<file path="src/hdl/rzs_pkg.sv">
// Package for the rolling z-score signal engine.
// Holds the transfer payload types, FSM state type, control/status structs and codes.
package rzs_pkg;

    localparam logic REQ_TICK = 1'b0;
    localparam logic REQ_FILL = 1'b1;

    localparam logic SIDE_BUY  = 1'b0;
    localparam logic SIDE_SELL = 1'b1;

    localparam logic REG_ENTRY = 1'b0;
    localparam logic REG_EXIT  = 1'b1;

    localparam int unsigned THR_BITS    = 8;
    localparam logic [7:0]  ENTRY_RESET = 8'd16;
    localparam logic [7:0]  EXIT_RESET  = 8'd1;

    typedef struct packed {
        logic        req_type;
        logic [5:0]  symbol_index;
        logic [23:0] bid_price;
        logic [23:0] ask_price;
        logic        fill_side;
        logic [31:0] fill_quantity;
    } t_in_item;

    typedef struct packed {
        logic        order_side;
        logic [5:0]  order_symbol;
        logic [23:0] order_price;
        logic [31:0] order_quantity;
    } t_out_item;

    typedef enum logic [3:0] {
        ST_CLEAR,
        ST_IDLE,
        ST_READ,
        ST_RING,
        ST_UPD,
        ST_MUL1,
        ST_MUL2,
        ST_MUL3,
        ST_DECIDE
    } t_state;

    typedef struct packed {
        logic clr_step;
        logic load;
        logic fill_wr;
        logic ring_rd;
        logic old_take;
        logic upd;
        logic mul1;
        logic mul2;
        logic mul3;
        logic out_load;
    } t_cmd;

    typedef struct packed {
        logic clr_last;
        logic sym_ok;
        logic is_fill;
        logic full_now;
        logic hit;
    } t_sts;

endpackage

</file>
<file path="src/hdl/rzs_ctrl.sv">
// Controller FSM: sequences clear pass, fills and tick statistics.
// Depends on rzs_pkg.
module rzs_ctrl
    import rzs_pkg::*;
(
    input  logic i_clk,
    input  logic i_rst_n,
    input  logic i_in_valid,
    output logic o_in_stall,
    input  logic i_out_stall,
    output logic o_out_valid,
    output t_cmd o_cmd,
    input  t_sts i_sts
);

    t_state r_state, n_state;
    logic   r_out_valid, n_out_valid;

    always_ff @(posedge i_clk) begin
        if (!i_rst_n) begin
            r_state     <= ST_CLEAR;
            r_out_valid <= 1'b0;
        end else begin
            r_state     <= n_state;
            r_out_valid <= n_out_valid;
        end
    end

    always_comb begin
        n_state     = r_state;
        o_cmd       = '0;
        n_out_valid = r_out_valid && i_out_stall;
        case (r_state)
            ST_CLEAR: begin
                o_cmd.clr_step = 1'b1;
                if (i_sts.clr_last) begin
                    n_state = ST_IDLE;
                end
            end
            ST_IDLE: begin
                if (i_in_valid) begin
                    o_cmd.load = 1'b1;
                    if (i_sts.sym_ok) begin
                        n_state = ST_READ;
                    end
                end
            end
            ST_READ: begin
                if (i_sts.is_fill) begin
                    o_cmd.fill_wr = 1'b1;
                    n_state       = ST_IDLE;
                end else begin
                    o_cmd.ring_rd = 1'b1;
                    n_state       = ST_RING;
                end
            end
            ST_RING: begin
                o_cmd.old_take = 1'b1;
                n_state        = ST_UPD;
            end
            ST_UPD: begin
                o_cmd.upd = 1'b1;
                n_state   = i_sts.full_now ? ST_MUL1 : ST_IDLE;
            end
            ST_MUL1: begin
                o_cmd.mul1 = 1'b1;
                n_state    = ST_MUL2;
            end
            ST_MUL2: begin
                o_cmd.mul2 = 1'b1;
                n_state    = ST_MUL3;
            end
            ST_MUL3: begin
                o_cmd.mul3 = 1'b1;
                n_state    = ST_DECIDE;
            end
            ST_DECIDE: begin
                if (!r_out_valid || !i_out_stall) begin
                    n_state = ST_IDLE;
                    if (i_sts.hit) begin
                        o_cmd.out_load = 1'b1;
                        n_out_valid    = 1'b1;
                    end
                end
            end
            default: begin
                n_state = ST_CLEAR;
            end
        endcase
    end

    assign o_in_stall  = (r_state != ST_IDLE);
    assign o_out_valid = r_out_valid;

endmodule

</file>
<file path="config.mk">
export PLATFORM = sky130hd
export DESIGN_NAME = rzs_ctrl
export DESIGN_NICKNAME = d
export VERILOG_FILES = /design/src/hdl/rzs_pkg.sv /design/src/hdl/rzs_ctrl.sv
export SDC_FILE = /design/constraint.sdc
export NUM_CORES = 1
export LEC_CHECK = 0
export BUFFER_PORTS_ARGS = -buffer_cell sky130_fd_sc_hd__buf_2
export CAP_MARGIN = 0
export CELL_PAD_IN_SITES_DETAIL_PLACEMENT = 1
export CELL_PAD_IN_SITES_GLOBAL_PLACEMENT = 2
export CORE_UTILIZATION = 21
export CTS_CLUSTER_DIAMETER = 120
export DETAILED_ROUTE_END_ITERATION = 8
export PLACE_DENSITY = 0.75
export SETUP_SLACK_MARGIN = 0.2
export SLEW_MARGIN = 20
export SYNTH_ARGS = -nofsm -noshare
export SYNTH_HDL_FRONTEND = slang
export SYNTH_SLANG_ARGS = --single-unit
</file>
<file path="constraint.sdc">
create_clock -name i_clk -period 2.1 [get_ports i_clk]
set_clock_uncertainty 0.1 [all_clocks]
set_input_delay 0.21 -clock i_clk [delete_from_list [all_inputs] [get_ports i_clk]]
set_output_delay 0.21 -clock i_clk [all_outputs]
set_load 0.005 [all_outputs]
</file>
### Yosys cells after proc, flatten, opt, wreduce, memory -nomap -nowiden

Index checks and enable logic that the tools add are counted.

* register bits after elaboration: 5
* input port bits: 9
* output and inout bits: 12
* logic and storage cells: 45

* eq/ne operators: 13
* mux-type cells: 24
* reductions and logical operators: 6

Operator list (count)
* 4-bit one-hot mux with 9 select lines: 1
* 4-bit by 3-bit == test with 1-bit output, second input constant: 4
* 1-bit two-way mux: 16
* 4-bit two-way mux: 4
* 4-bit by 2-bit == test with 1-bit output, second input constant: 2
* 2-bit != test, second input constant: 4
* 4-bit by 1-bit == test with 1-bit output, second input constant: 1
* 4-bit == test, second input constant: 1
* 4-bit zero test: 1
* 2-bit two-way mux: 2
* 4-bit by 1-bit != test with 1-bit output, second input constant: 1
* 4-bit AND reduction: 1
* 3-bit two-way mux: 1
* 1-bit zero test: 2
* 1-bit logical AND: 1
* 1-bit logical OR: 1

### Logic depth before layout (Yosys ltp)

Gate-level depths: netlist (run 1).

* depth after elaboration: 4
* gate-level depth with buffers: 4
* mapped depth without buffers: 3

### Least setup slack after synthesis (run 1)

No wires, ideal clock.

* kind: register to output
* start: register r_state[3]
* end: output o_cmd[0] in the netlist's numbering
* arrival: 1.137 ns
* required time: 1.790 ns
* slack: 0.653 ns
* stages on the path, launching flop included: 5
* path buffers: 1
* cells stage by stage: dfxtp_1 > buf_6 > nand2b_1 > or4b_1 > a21oi_1

RTL lines
* from (decl): line rzs_ctrl.sv:16 `t_state r_state, n_state;`
* from (signal assigned): line rzs_ctrl.sv:24 `r_state <= n_state;`
* to (decl): line rzs_ctrl.sv:12 `output t_cmd o_cmd,`

==> results of run 1 <==
state kept, by name, indices dropped and copies added, names as in the netlist:
name	cells
r_state	4
o_out_valid	1
routing by layer:
| metal | GRT usage [%] | share of wire, % |
|---|---|---|
| met1 | 16.7 | 48 |
| met5 | 0 | 0 |
| met3 | 2.98 | 6.7 |
| met4 | 5.45 | 0 |
| met2 | 17.3 | 45 |
cells in the mapped netlist:
cell type,number
a211o_1,1
a211oi_1,1
a21boi_0,1
a21oi_1,3
a21oi_2,1
buf_2,2
buf_6,1
clkbuf_1,1
dfxtp_1,5
inv_1,1
nand2_1,3
nand2b_1,4
nor2_1,3
nor2b_1,3
nor3_1,2
nor3b_1,2
nor4_1,4
nor4b_1,1
o21a_1,2
o21ai_0,2
or2_2,1
or4b_1,1
or4b_4,1
stage by stage:
step / instances / hold slack [ps]
2_1_floorplan: 46 / 228
3_3_place_gp: 79 / 377
3_5_place_dp: 79 / 383
4_1_cts: 83 / 127
5_1_grt: 83 / 139
6_report: 83 / 125
cells in the final DEF, fill, tap and decap left out, drive strengths merged:
cell type / Yosys / final
a211o: 1 / 1
a211oi: 1 / 1
a21boi: 1 / 1
a21oi: 4 / 4
buf: 3 / 21
clkbuf: 1 / 4
dfxtp: 5 / 5
inv: 1 / 1
nand2: 3 / 3
nand2b: 4 / 4
nor2: 3 / 3
nor2b: 3 / 3
nor3: 2 / 2
nor3b: 2 / 2
nor4: 4 / 4
nor4b: 1 / 1
o21a: 2 / 2
o21ai: 2 / 2
or2: 1 / 1
or4b: 2 / 2
power by group through the flow:
stage,combinational [W],sequential (W),clock (W)
CTS,0.0000627,0.000110,0.000120
floorplan,0.0000420,0.000104,0
global placement,0.0000616,0.000112,0
detailed placement,0.0000623,0.000111,0
global route,0.0000686,0.000110,0.000129
finish,0.0000612,0.000109,0.000115
final timing paths:
kind / slack [ps] / end / from / depth (start not counted)
worst max-delay path: 300 / o_cmd[0] / r_state[1] / 4
worst min-delay path: 120 / r_state[3] / i_rst_n / 2
worst max register to register: 620 / r_state[0] / r_state[1] / 4
worst min register to register: 450 / o_out_valid / o_out_valid / 2
cell type report:
cell class | instances | area [sq um] | share of cell area, %
inverters | 1 | 3.75 | 0.763
clock buffers | 4 | 26.3 | 5.34
well taps | 16 | 20.0 | 4.07
multi-input cells | 36 | 228 | 46.3
repair buffers | 21 | 108 | 21.9
flip-flops and latches | 5 | 106 | 21.6
timing repair:
action	CTS	global route
gates resized for setup	1	3
pin swaps	0	0
setup endpoints to repair	1	2
hold buffers	0	0
kinds of logic after synthesis:
group,count (synthesis)
buffers and inverters,5
AND/OR/NAND/NOR,25
flip-flops,5
AO/OA/AOI/OAI,11
==> out/metrics.csv, run 1 <==
stage,metric,value,unit
yosys,ys_types,23,
hold_path,hp-class,in -> reg,
yosys,ys_ff_latch,5,
floorplanning,die_height,43.2,um
final_layout,drive_gt1_share,44.8,%
floorplanning,die_width,43.2,um
job,max-cap-violations,0,
critical_path,cp.required,1790,ps
grt,grt_max_degree,15,
power,pwr-share-seq,38.2,%
critical_path,critPathLaunchType,register,
cts,cts_setup_buffers,0,
critical_path,critPathArrivalTime,1490,ps
critical_path,worstPathMaxFanout,2,
timing,post-route-min-period,1800,ps
cts,clock_sinks,5,
power,p_comb_share,21.4,%
routing,drt_pass1_iterations,2,
floorplanning,core_region_area,0.00154,sq mm
critical_path,slowest_stage,or4b_1,
timing,finalSetupViolCount,0,
place,dp_slack,454,ps
routing,wl_per_cell,12.1,um
critical_path,critPathCaptureType,primary output,
power,power_switching,0.0000813,W
floorplanning,row_count,14,
cts,h-tree-depth,1,
critical_path,crit_path_max_incr_delay,530,ps
yosys,synthMuxAreaShare,0,%
grt,grt_pass1_vias,368,
power,internal_power,0.000204,W
power,powerDensity,581,mW/mm^2
power,clockPowerShare,40.4,%
yosys,yosys.area.top_type,dfxtp_1,
yosys,synth_top_area_share,28.1,%
timing,final_hold_viol_count,0,
routing,drt_iter0_drc,2,
place,dp_hpwl,753,um
final_layout,final_area,492,sq um
grt,grt_pass1_wl,1.69,mm
final_layout,fillers,199,
final_layout,nets,77,
cts,ctsLongestPathBuffers,2,
yosys,yosys.area_share.xor_xnor,0,%
grt,track_usage,12.0,%
timing,relSlewSlack,83.7,%
yosys,avgSynthCellArea,7.75,sq um
routing,vias,401,
cts,cts.clk_slew.worst_paths,50,ps
power,sw_frac_of_total,28.5,%
floorplanning,initial_utilization,23.1,%
critical_path,path_class,reg -> out,
yosys,synth_nets,55,
final_layout,area.growth.synth_to_final,37.9,%
power,total_power,0.000286,W
yosys,synth_compound_area_share,20.4,%
timing,rsz0062_at_grt,false,
power,irDropWorstVdd,0.000179,V
place,place_area,459,sq um
grt,antenna_found_initial,0,
yosys,synth_top_family_by_area,simple AND/OR/NAND/NOR gates,
yosys,ys_warn_count,0,
power,cellLeakagePower,0.227,nW
outcome,status,"complete, no violations",
place,gp_congestion,0.692,
critical_path,worstPathCellList,"nand2b_1, or4b_1, a21oi_1, buf_2",
place,portBuffers,20,
routing,drc,0,
yosys,syn_area,357,sq um
yosys,netlist_instances,46,
cts,numCtsBuffers,3,
yosys,synthSimpleGateAreaFrac,43.5,%
timing,fin_setup_tns,0,ps
floorplanning,boundaryPins,21,
cts,clock_tree.root_cell,clkbuf_4,
timing,final_max_slew_viol_count,0,
timing,tightest_slew,242,ps
final_layout,fin_util,31.9,%
yosys,synth.area.top_cells,"dfxtp_1 28%, nand2b_1 7.0%, nor4_1 7.0%",
yosys,synth_adder_area_share,0,%
routing,ant_nets,0,
timing,max_freq,0.556,GHz
grt,grt_overflow_total,0,
floorplanning,fp.dieArea,0.00187,sq mm
routing,via_per_inst,4.83,
yosys,ys_seq_area_share,28.1,%
cts,cts_tree,done,
critical_path,cp.buffers_inverters,1,
timing,min_period_over_period,85.6,%
final_layout,diodes,0,
routing,wl,1.01,mm
timing,fin_ws,303,ps
critical_path,critical-path-top-delay-family,simple AND/OR/NAND/NOR gates,
cts,clk_latency,240,ps
(Power assumes the default switching activity.)
==> run 2: changes to the inputs <==
--- a/config.mk
+++ b/config.mk
@@ -5,7 +5,7 @@
 export SDC_FILE = /design/constraint.sdc
 export NUM_CORES = 1
 export LEC_CHECK = 0
-export BUFFER_PORTS_ARGS = -buffer_cell sky130_fd_sc_hd__buf_2
+export BUFFER_PORTS_ARGS = -buffer_cell sky130_fd_sc_hd__buf_4
 export CAP_MARGIN = 0
 export CELL_PAD_IN_SITES_DETAIL_PLACEMENT = 1
 export CELL_PAD_IN_SITES_GLOBAL_PLACEMENT = 2
==> run 2 against run 1 <==
  * Flip-flop and latch count did not move
  * Clock power barely moved
  * Cell count rose by 1.2%
  * Core utilization rose by 4.2 points
  * Worst hold slack got worse by 27 ps
  * Critical endpoint unchanged
  * Die area did not move
  * Fmax fell by 2.4%
  * First-iteration DRC count did not move
==> out/metrics.csv, run 2 (same netlist as run 1, synthesis figures left out) <==
stage,metric,value,unit,change
power,cellLeakagePower,0.242,nW,+6.4%
final_layout,instances_no_fill,84,,+1.2%
cts,cts_hold_buf,0,,unchanged
final_layout,fin_util,36.1,%,+4.2 points
grt,grt_pass1_vias,418,,+14%
cts,clk_latency,240,ps,about the same
routing,ant_nets,0,,unchanged
power,clockPowerShare,38.0,%,-2.4 points
timing,relSlewSlack,80.6,%,-3.2 points
power,pwr-share-seq,36.0,%,-2.2 points
timing,final_max_slew_viol_count,0,,unchanged
timing,tightest_slew,289,ps,+46.9 ps
floorplanning,row_count,14,,unchanged
critical_path,worst-r2r-setup-slack,600,ps,-20 ps
critical_path,worstReg2RegStart,r_state[1],,
critical_path,critPathCaptureType,primary output,,
power,internal_power,0.000218,W,+6.7%
grt,grt_max_degree,15,,unchanged
power,p_comb_share,26.0,%,+4.6 points
place,gp_congestion,0.700,,+1.2%
place,placedCellCount,80,,+1.3%
critical_path,reg2reg_depth,4,,unchanged
grt,track_usage,13.3,%,+1.3 points
floorplanning,die_width,43.2,um,unchanged
final_layout,diodes,0,,unchanged
cts,cts_setup_buffers,0,,unchanged
final_layout,layout_common_cells,"22 x buf_4, 4 x nand2b_1, 4 x nor4_1",,
final_layout,drive_gt1_share,50.0,%,+5.2 points
grt,grt_overflow_total,0,,unchanged
power,sw_frac_of_total,27.9,%,-0.56 points
place,portBuffers,20,,unchanged
timing,finalSetupViolCount,0,,unchanged
place,dp_slack,433,ps,-20.8 ps
routing,drt_iter0_drc,2,,unchanged
place,dp_hpwl,791,um,+5.0%
timing,min_period_over_period,87.7,%,+2.1 points
floorplanning,core_region_area,0.00154,sq mm,unchanged
timing,final_hold_viol_count,0,,unchanged
floorplanning,boundaryPins,21,,unchanged
job,max-cap-violations,0,,unchanged
power,irDropWorstVdd,0.000235,V,+31%
routing,vias,416,,+3.7%
hold_path,min_from,i_rst_n,,
cts,clock_tree.root_cell,clkbuf_4,,
routing,wl,1.11,mm,+11%
final_layout,nets,78,,+1.3%
power,powerDensity,543,mW/mm^2,-6.5%
routing,drt_pass1_iterations,2,,unchanged
critical_path,worstPathMaxFanout,9,,+7
grt,antenna_found_initial,0,,unchanged
timing,fin_ws,258,ps,-44.7 ps
timing,fin_setup_tns,0,ps,unchanged
timing,rsz0062_at_grt,true,,
cts,cts_tree,done,,
floorplanning,die_height,43.2,um,unchanged
power,total_power,0.000302,W,+5.8%
routing,drc,0,,unchanged
hold_path,hold_depth,2,,unchanged
critical_path,critPathArrivalTime,1530,ps,+40 ps
cts,ctsLongestPathBuffers,2,,unchanged
critical_path,cp.required,1790,ps,about the same
final_layout,layout_commonest_cell,buf_4,,
timing,max_freq,0.543,GHz,-2.4%
floorplanning,fp.dieArea,0.00187,sq mm,unchanged
routing,wl_per_cell,13.2,um,+9.3%
critical_path,critPathLaunchType,register,,
floorplanning,initial_utilization,23.1,%,unchanged
cts,h-tree-depth,1,,unchanged
critical_path,path_class,reg -> out,,
timing,post-route-min-period,1840,ps,+44.7 ps
cts,cts.clk_slew.worst_paths,50,ps,about the same
hold_path,hp-class,in -> reg,,
final_layout,largest_reg_flops,4,,unchanged
cts,clock_sinks,5,,unchanged
routing,via_per_inst,4.95,,+2.5%
critical_path,r2r_end,r_state[0],,
power,power_switching,0.0000843,W,+3.8%
final_layout,top_register,r_state,,
cts,numCtsBuffers,3,,unchanged
cts,cts_resized,1,,unchanged
grt,grt_pass1_wl,1.79,mm,+5.7%
hold_path,holdPathEnd,r_state[3],,
outcome,status,"complete, no violations",,
final_layout,area.growth.synth_to_final,56.1,%,
-- run 2: per-stage QoR --
stage               instance area [sq um]  hold WS, ps
detailed placement                    517          356
global route                          557         95.1
finish                                557         97.6
CTS                                   544         94.8
floorplan                             357          228
global placement                      517          352
-- run 2: area by class of cell --
| cell class | count | area [sq um] |
|---|---|---|
| clock buffer | 4 | 26.3 |
| timing repair buffer | 22 | 165 |
| tap | 16 | 20.0 |
| sequential | 5 | 104 |
| fill | 203 | 985 |
| multi-input combinational | 36 | 238 |
| inverter | 1 | 3.75 |
-- run 2: power groups by stage --
stage          Clock [W]  Combinational, W  Sequential (W)
3_5_place_dp           0         0.0000769        0.000110
6_report        0.000115         0.0000786        0.000109
4_1_cts         0.000121         0.0000785        0.000108
5_1_grt         0.000129         0.0000856        0.000110
2_1_floorplan          0         0.0000420        0.000104
3_3_place_gp           0         0.0000765        0.000110
-- run 2: worst max path at each step --
stage | to | start | cells past startpoint
5_1_grt | o_cmd[0] | r_state[1] | 4
4_1_cts | o_cmd[8] | r_state[1] | 4
2_1_floorplan | o_cmd[0] | r_state[3] | 4
3_5_place_dp | o_cmd[0] | r_state[3] | 4
6_report | o_cmd[0] | r_state[3] | 4
3_3_place_gp | o_cmd[0] | r_state[3] | 4
-- run 2: routing by layer --
layer / global-route usage (%) / routed length [um] / vias up
met5: 0 / 0 / -
met1: 16.0 / 516 / 185
li1: - / - / 211
met3: 2.55 / 55 / 4
met2: 20.0 / 511 / 16
met4: 10.9 / 29 / 0
-- run 2: worst max-delay path, stage by stage, from the launching register on --
cell and delay (ps):
dfxtp_2 410, nand2b_1 90, or4b_4 530, a21oi_2 130, buf_4 120
==> run 3: changes to the inputs <==
--- a/config.mk
+++ b/config.mk
@@ -13,6 +13,7 @@
 export CTS_CLUSTER_DIAMETER = 120
 export DETAILED_ROUTE_END_ITERATION = 8
 export PLACE_DENSITY = 0.75
+export RECOVER_POWER = 50
 export SETUP_SLACK_MARGIN = 0.2
 export SLEW_MARGIN = 20
 export SYNTH_ARGS = -nofsm -noshare
==> run 3 against run 2 <==
  * Cell count unchanged
  * Via count up 1.2%
  * Flip-flop and latch count unchanged
  * Die area unchanged
  * Sequential share of layout area about the same
  * Global-route usage unchanged
  * Core utilization down 0.89 points
  * Sequential power about the same
  * Worst hold slack about the same
  * Total power down 1.3%
  * Non-clock buffer count unchanged
  * Critical endpoint unchanged
  * Largest power group unchanged
==> out/metrics.csv, run 3 (same netlist as run 1, synthesis figures left out) <==
stage,metric,value,unit,change
routing,ant_nets,0,,unchanged
final_layout,diodes,0,,unchanged
final_layout,area.growth.synth_to_final,52.3,%,
place,portBuffers,20,,unchanged
timing,post-route-min-period,1920,ps,+75.4 ps
power,internal_power,0.000215,W,-1.4%
final_layout,nets,78,,unchanged
timing,fin_ws,182,ps,-75.4 ps
critical_path,path_class,reg -> out,,
final_layout,drive_gt1_share,42.6,%,-7.4 points
floorplanning,fp.dieArea,0.00187,sq mm,unchanged
final_layout,seqCellArea,101,sq um,-2.4%
grt,antenna_found_initial,0,,unchanged
cts,numCtsBuffers,3,,unchanged
floorplanning,initial_utilization,23.1,%,unchanged
timing,relSlewSlack,69.6,%,-11 points
floorplanning,die_width,43.2,um,unchanged
floorplanning,die_height,43.2,um,unchanged
timing,max_freq,0.521,GHz,-3.9%
power,power_switching,0.0000833,W,-1.2%
power,powerDensity,550,mW/mm^2,+1.2%
job,max-cap-violations,0,,unchanged
final_layout,layout_common_cells,"19 x buf_4, 5 x clkbuf_4, 4 x nand2b_1, 4 x nor4_1, 4 x dfxtp_1",,
final_layout,top_register,r_state,,
timing,final_hold_viol_count,0,,unchanged
cts,h-tree-depth,1,,unchanged
critical_path,critPathLaunchType,register,,
power,cellLeakagePower,0.234,nW,-3.1%
grt,track_usage,13.3,%,unchanged
power,clockPowerShare,38.4,%,+0.4 points
routing,drt_pass1_iterations,2,,unchanged
critical_path,worstReg2RegStart,r_state[1],,
critical_path,critPathArrivalTime,1610,ps,+80 ps
routing,wl,1.13,mm,+1.2%
final_layout,largest_reg_flops,4,,unchanged
floorplanning,row_count,14,,unchanged
final_layout,instances_no_fill,84,,unchanged
place,dp_hpwl,791,um,unchanged
timing,fin_setup_tns,0,ps,unchanged
cts,clock_tree.root_cell,clkbuf_4,,
routing,vias,421,,+1.2%
critical_path,worst-r2r-setup-slack,510,ps,-90 ps
power,p_comb_share,25.3,%,-0.7 points
timing,finalSetupViolCount,0,,unchanged
hold_path,hp-class,in -> reg,,
routing,wl_per_cell,13.4,um,+1.2%
cts,cts.clk_slew.worst_paths,50,ps,about the same
cts,ctsLongestPathBuffers,2,,unchanged
place,placedCellCount,80,,unchanged
timing,min_period_over_period,91.3,%,+3.6 points
routing,drc,0,,unchanged
critical_path,worstPathMaxFanout,7,,-2
grt,grt_max_degree,15,,unchanged
critical_path,worstSetupStartpoint,r_state[1],,
cts,clock_sinks,5,,unchanged
power,irDropWorstVdd,0.000233,V,-0.63%
critical_path,r2r_end,r_state[0],,
hold_path,hold_depth,2,,unchanged
place,gp_congestion,0.700,,unchanged
critical_path,reg2reg_depth,4,,unchanged
timing,final_max_slew_viol_count,0,,unchanged
timing,hold_ws,97.8,ps,+0.245 ps
cts,clk_latency,240,ps,about the same
critical_path,critPathCaptureType,primary output,,
power,sw_frac_of_total,27.9,%,+0.035 points
place,dp_slack,433,ps,unchanged
routing,drt_iter0_drc,2,,unchanged
floorplanning,boundaryPins,21,,unchanged
grt,grt_pass1_vias,418,,unchanged
timing,rsz0062_at_grt,true,,
final_layout,multi_input_area,230,sq um,-3.2%
critical_path,cp.required,1790,ps,about the same
routing,via_per_inst,5.01,,+1.2%
cts,cts_setup_buffers,0,,unchanged
outcome,status,"complete, no violations",,
final_layout,fillers,208,,+2.5%
floorplanning,core_region_area,0.00154,sq mm,unchanged
cts,cts_tree,done,,
timing,tightest_slew,455,ps,+167 ps
critical_path,crit_path_end,o_cmd[0],,
power,pwr-share-seq,36.3,%,+0.3 points
grt,grt_overflow_total,0,,unchanged
final_layout,layout_commonest_cell,buf_4,,
grt,grt_pass1_wl,1.79,mm,unchanged
## run 3: changes by cell type in the layout (fill, tap and decap cells not counted)
cell      change
a21oi_2       -1
dfxtp_1       +2
or4b_4        -1
a21oi_1       +1
dfxtp_2       -2
buf_4         -3
or4b_1        +1
clkbuf_1      +1
clkbuf_4      +2
## run 3: routing by layer
layer | up-vias | track usage, % | wire, um
met4 | 0 | 10.9 | 29
met1 | 188 | 16.0 | 530
met5 | - | 0 | 0
met3 | 4 | 2.55 | 53
li1 | 211 | - | -
met2 | 18 | 20.0 | 512
## run 3: worst max-delay path: stages, from the launching register on
cell and delay (ps):
dfxtp_1 360, nand2b_1 170, or4b_1 560, a21oi_2 150
buf_4 120
## run 3: timing repair
action / CTS / global route
gates cloned: 0 / 0
endpoints found under the setup margin: 1 / 3
hold buffers: 0 / 0
hold endpoints to repair: 0 / 0
gates resized for setup: 1 / 5
pin swaps: 0 / 0
## run 3: worst min path at each step
stage                        from         end  slack (ps)
after floorplan           i_rst_n  r_state[0]         230
after global placement    i_rst_n  r_state[3]         350
after detailed placement  i_rst_n  r_state[3]         360
after CTS                 i_rst_n  r_state[3]          90
after global routing      i_rst_n  r_state[0]         100
final                     i_rst_n  r_state[3]         100
## run 3: power groups by stage
stage | combinational, W | clock, W | sequential, W
finish | 0.0000754 | 0.000115 | 0.000108
global route | 0.0000825 | 0.000129 | 0.000109
floorplan | 0.0000420 | 0 | 0.000104
CTS | 0.0000785 | 0.000121 | 0.000108
detailed placement | 0.0000769 | 0 | 0.000110
global placement | 0.0000765 | 0 | 0.000110
## run 3: stage by stage
step	power (W)	instance area [sq um]	utilization, %
finish	0.000298	543	35.2
global route	0.000321	543	35.2
CTS	0.000308	544	35.3
detailed placement	0.000187	517	33.5
global placement	0.000186	517	33.5
floorplan	0.000146	357	-
## run 3: final cells by class
class                      instances  area share (%)
multi-input combinational         36            42.4
timing repair buffer              22            29.7
sequential                         5            18.7
clock buffer                       4            4.84
tap                               16            3.69
inverter                           1           0.691
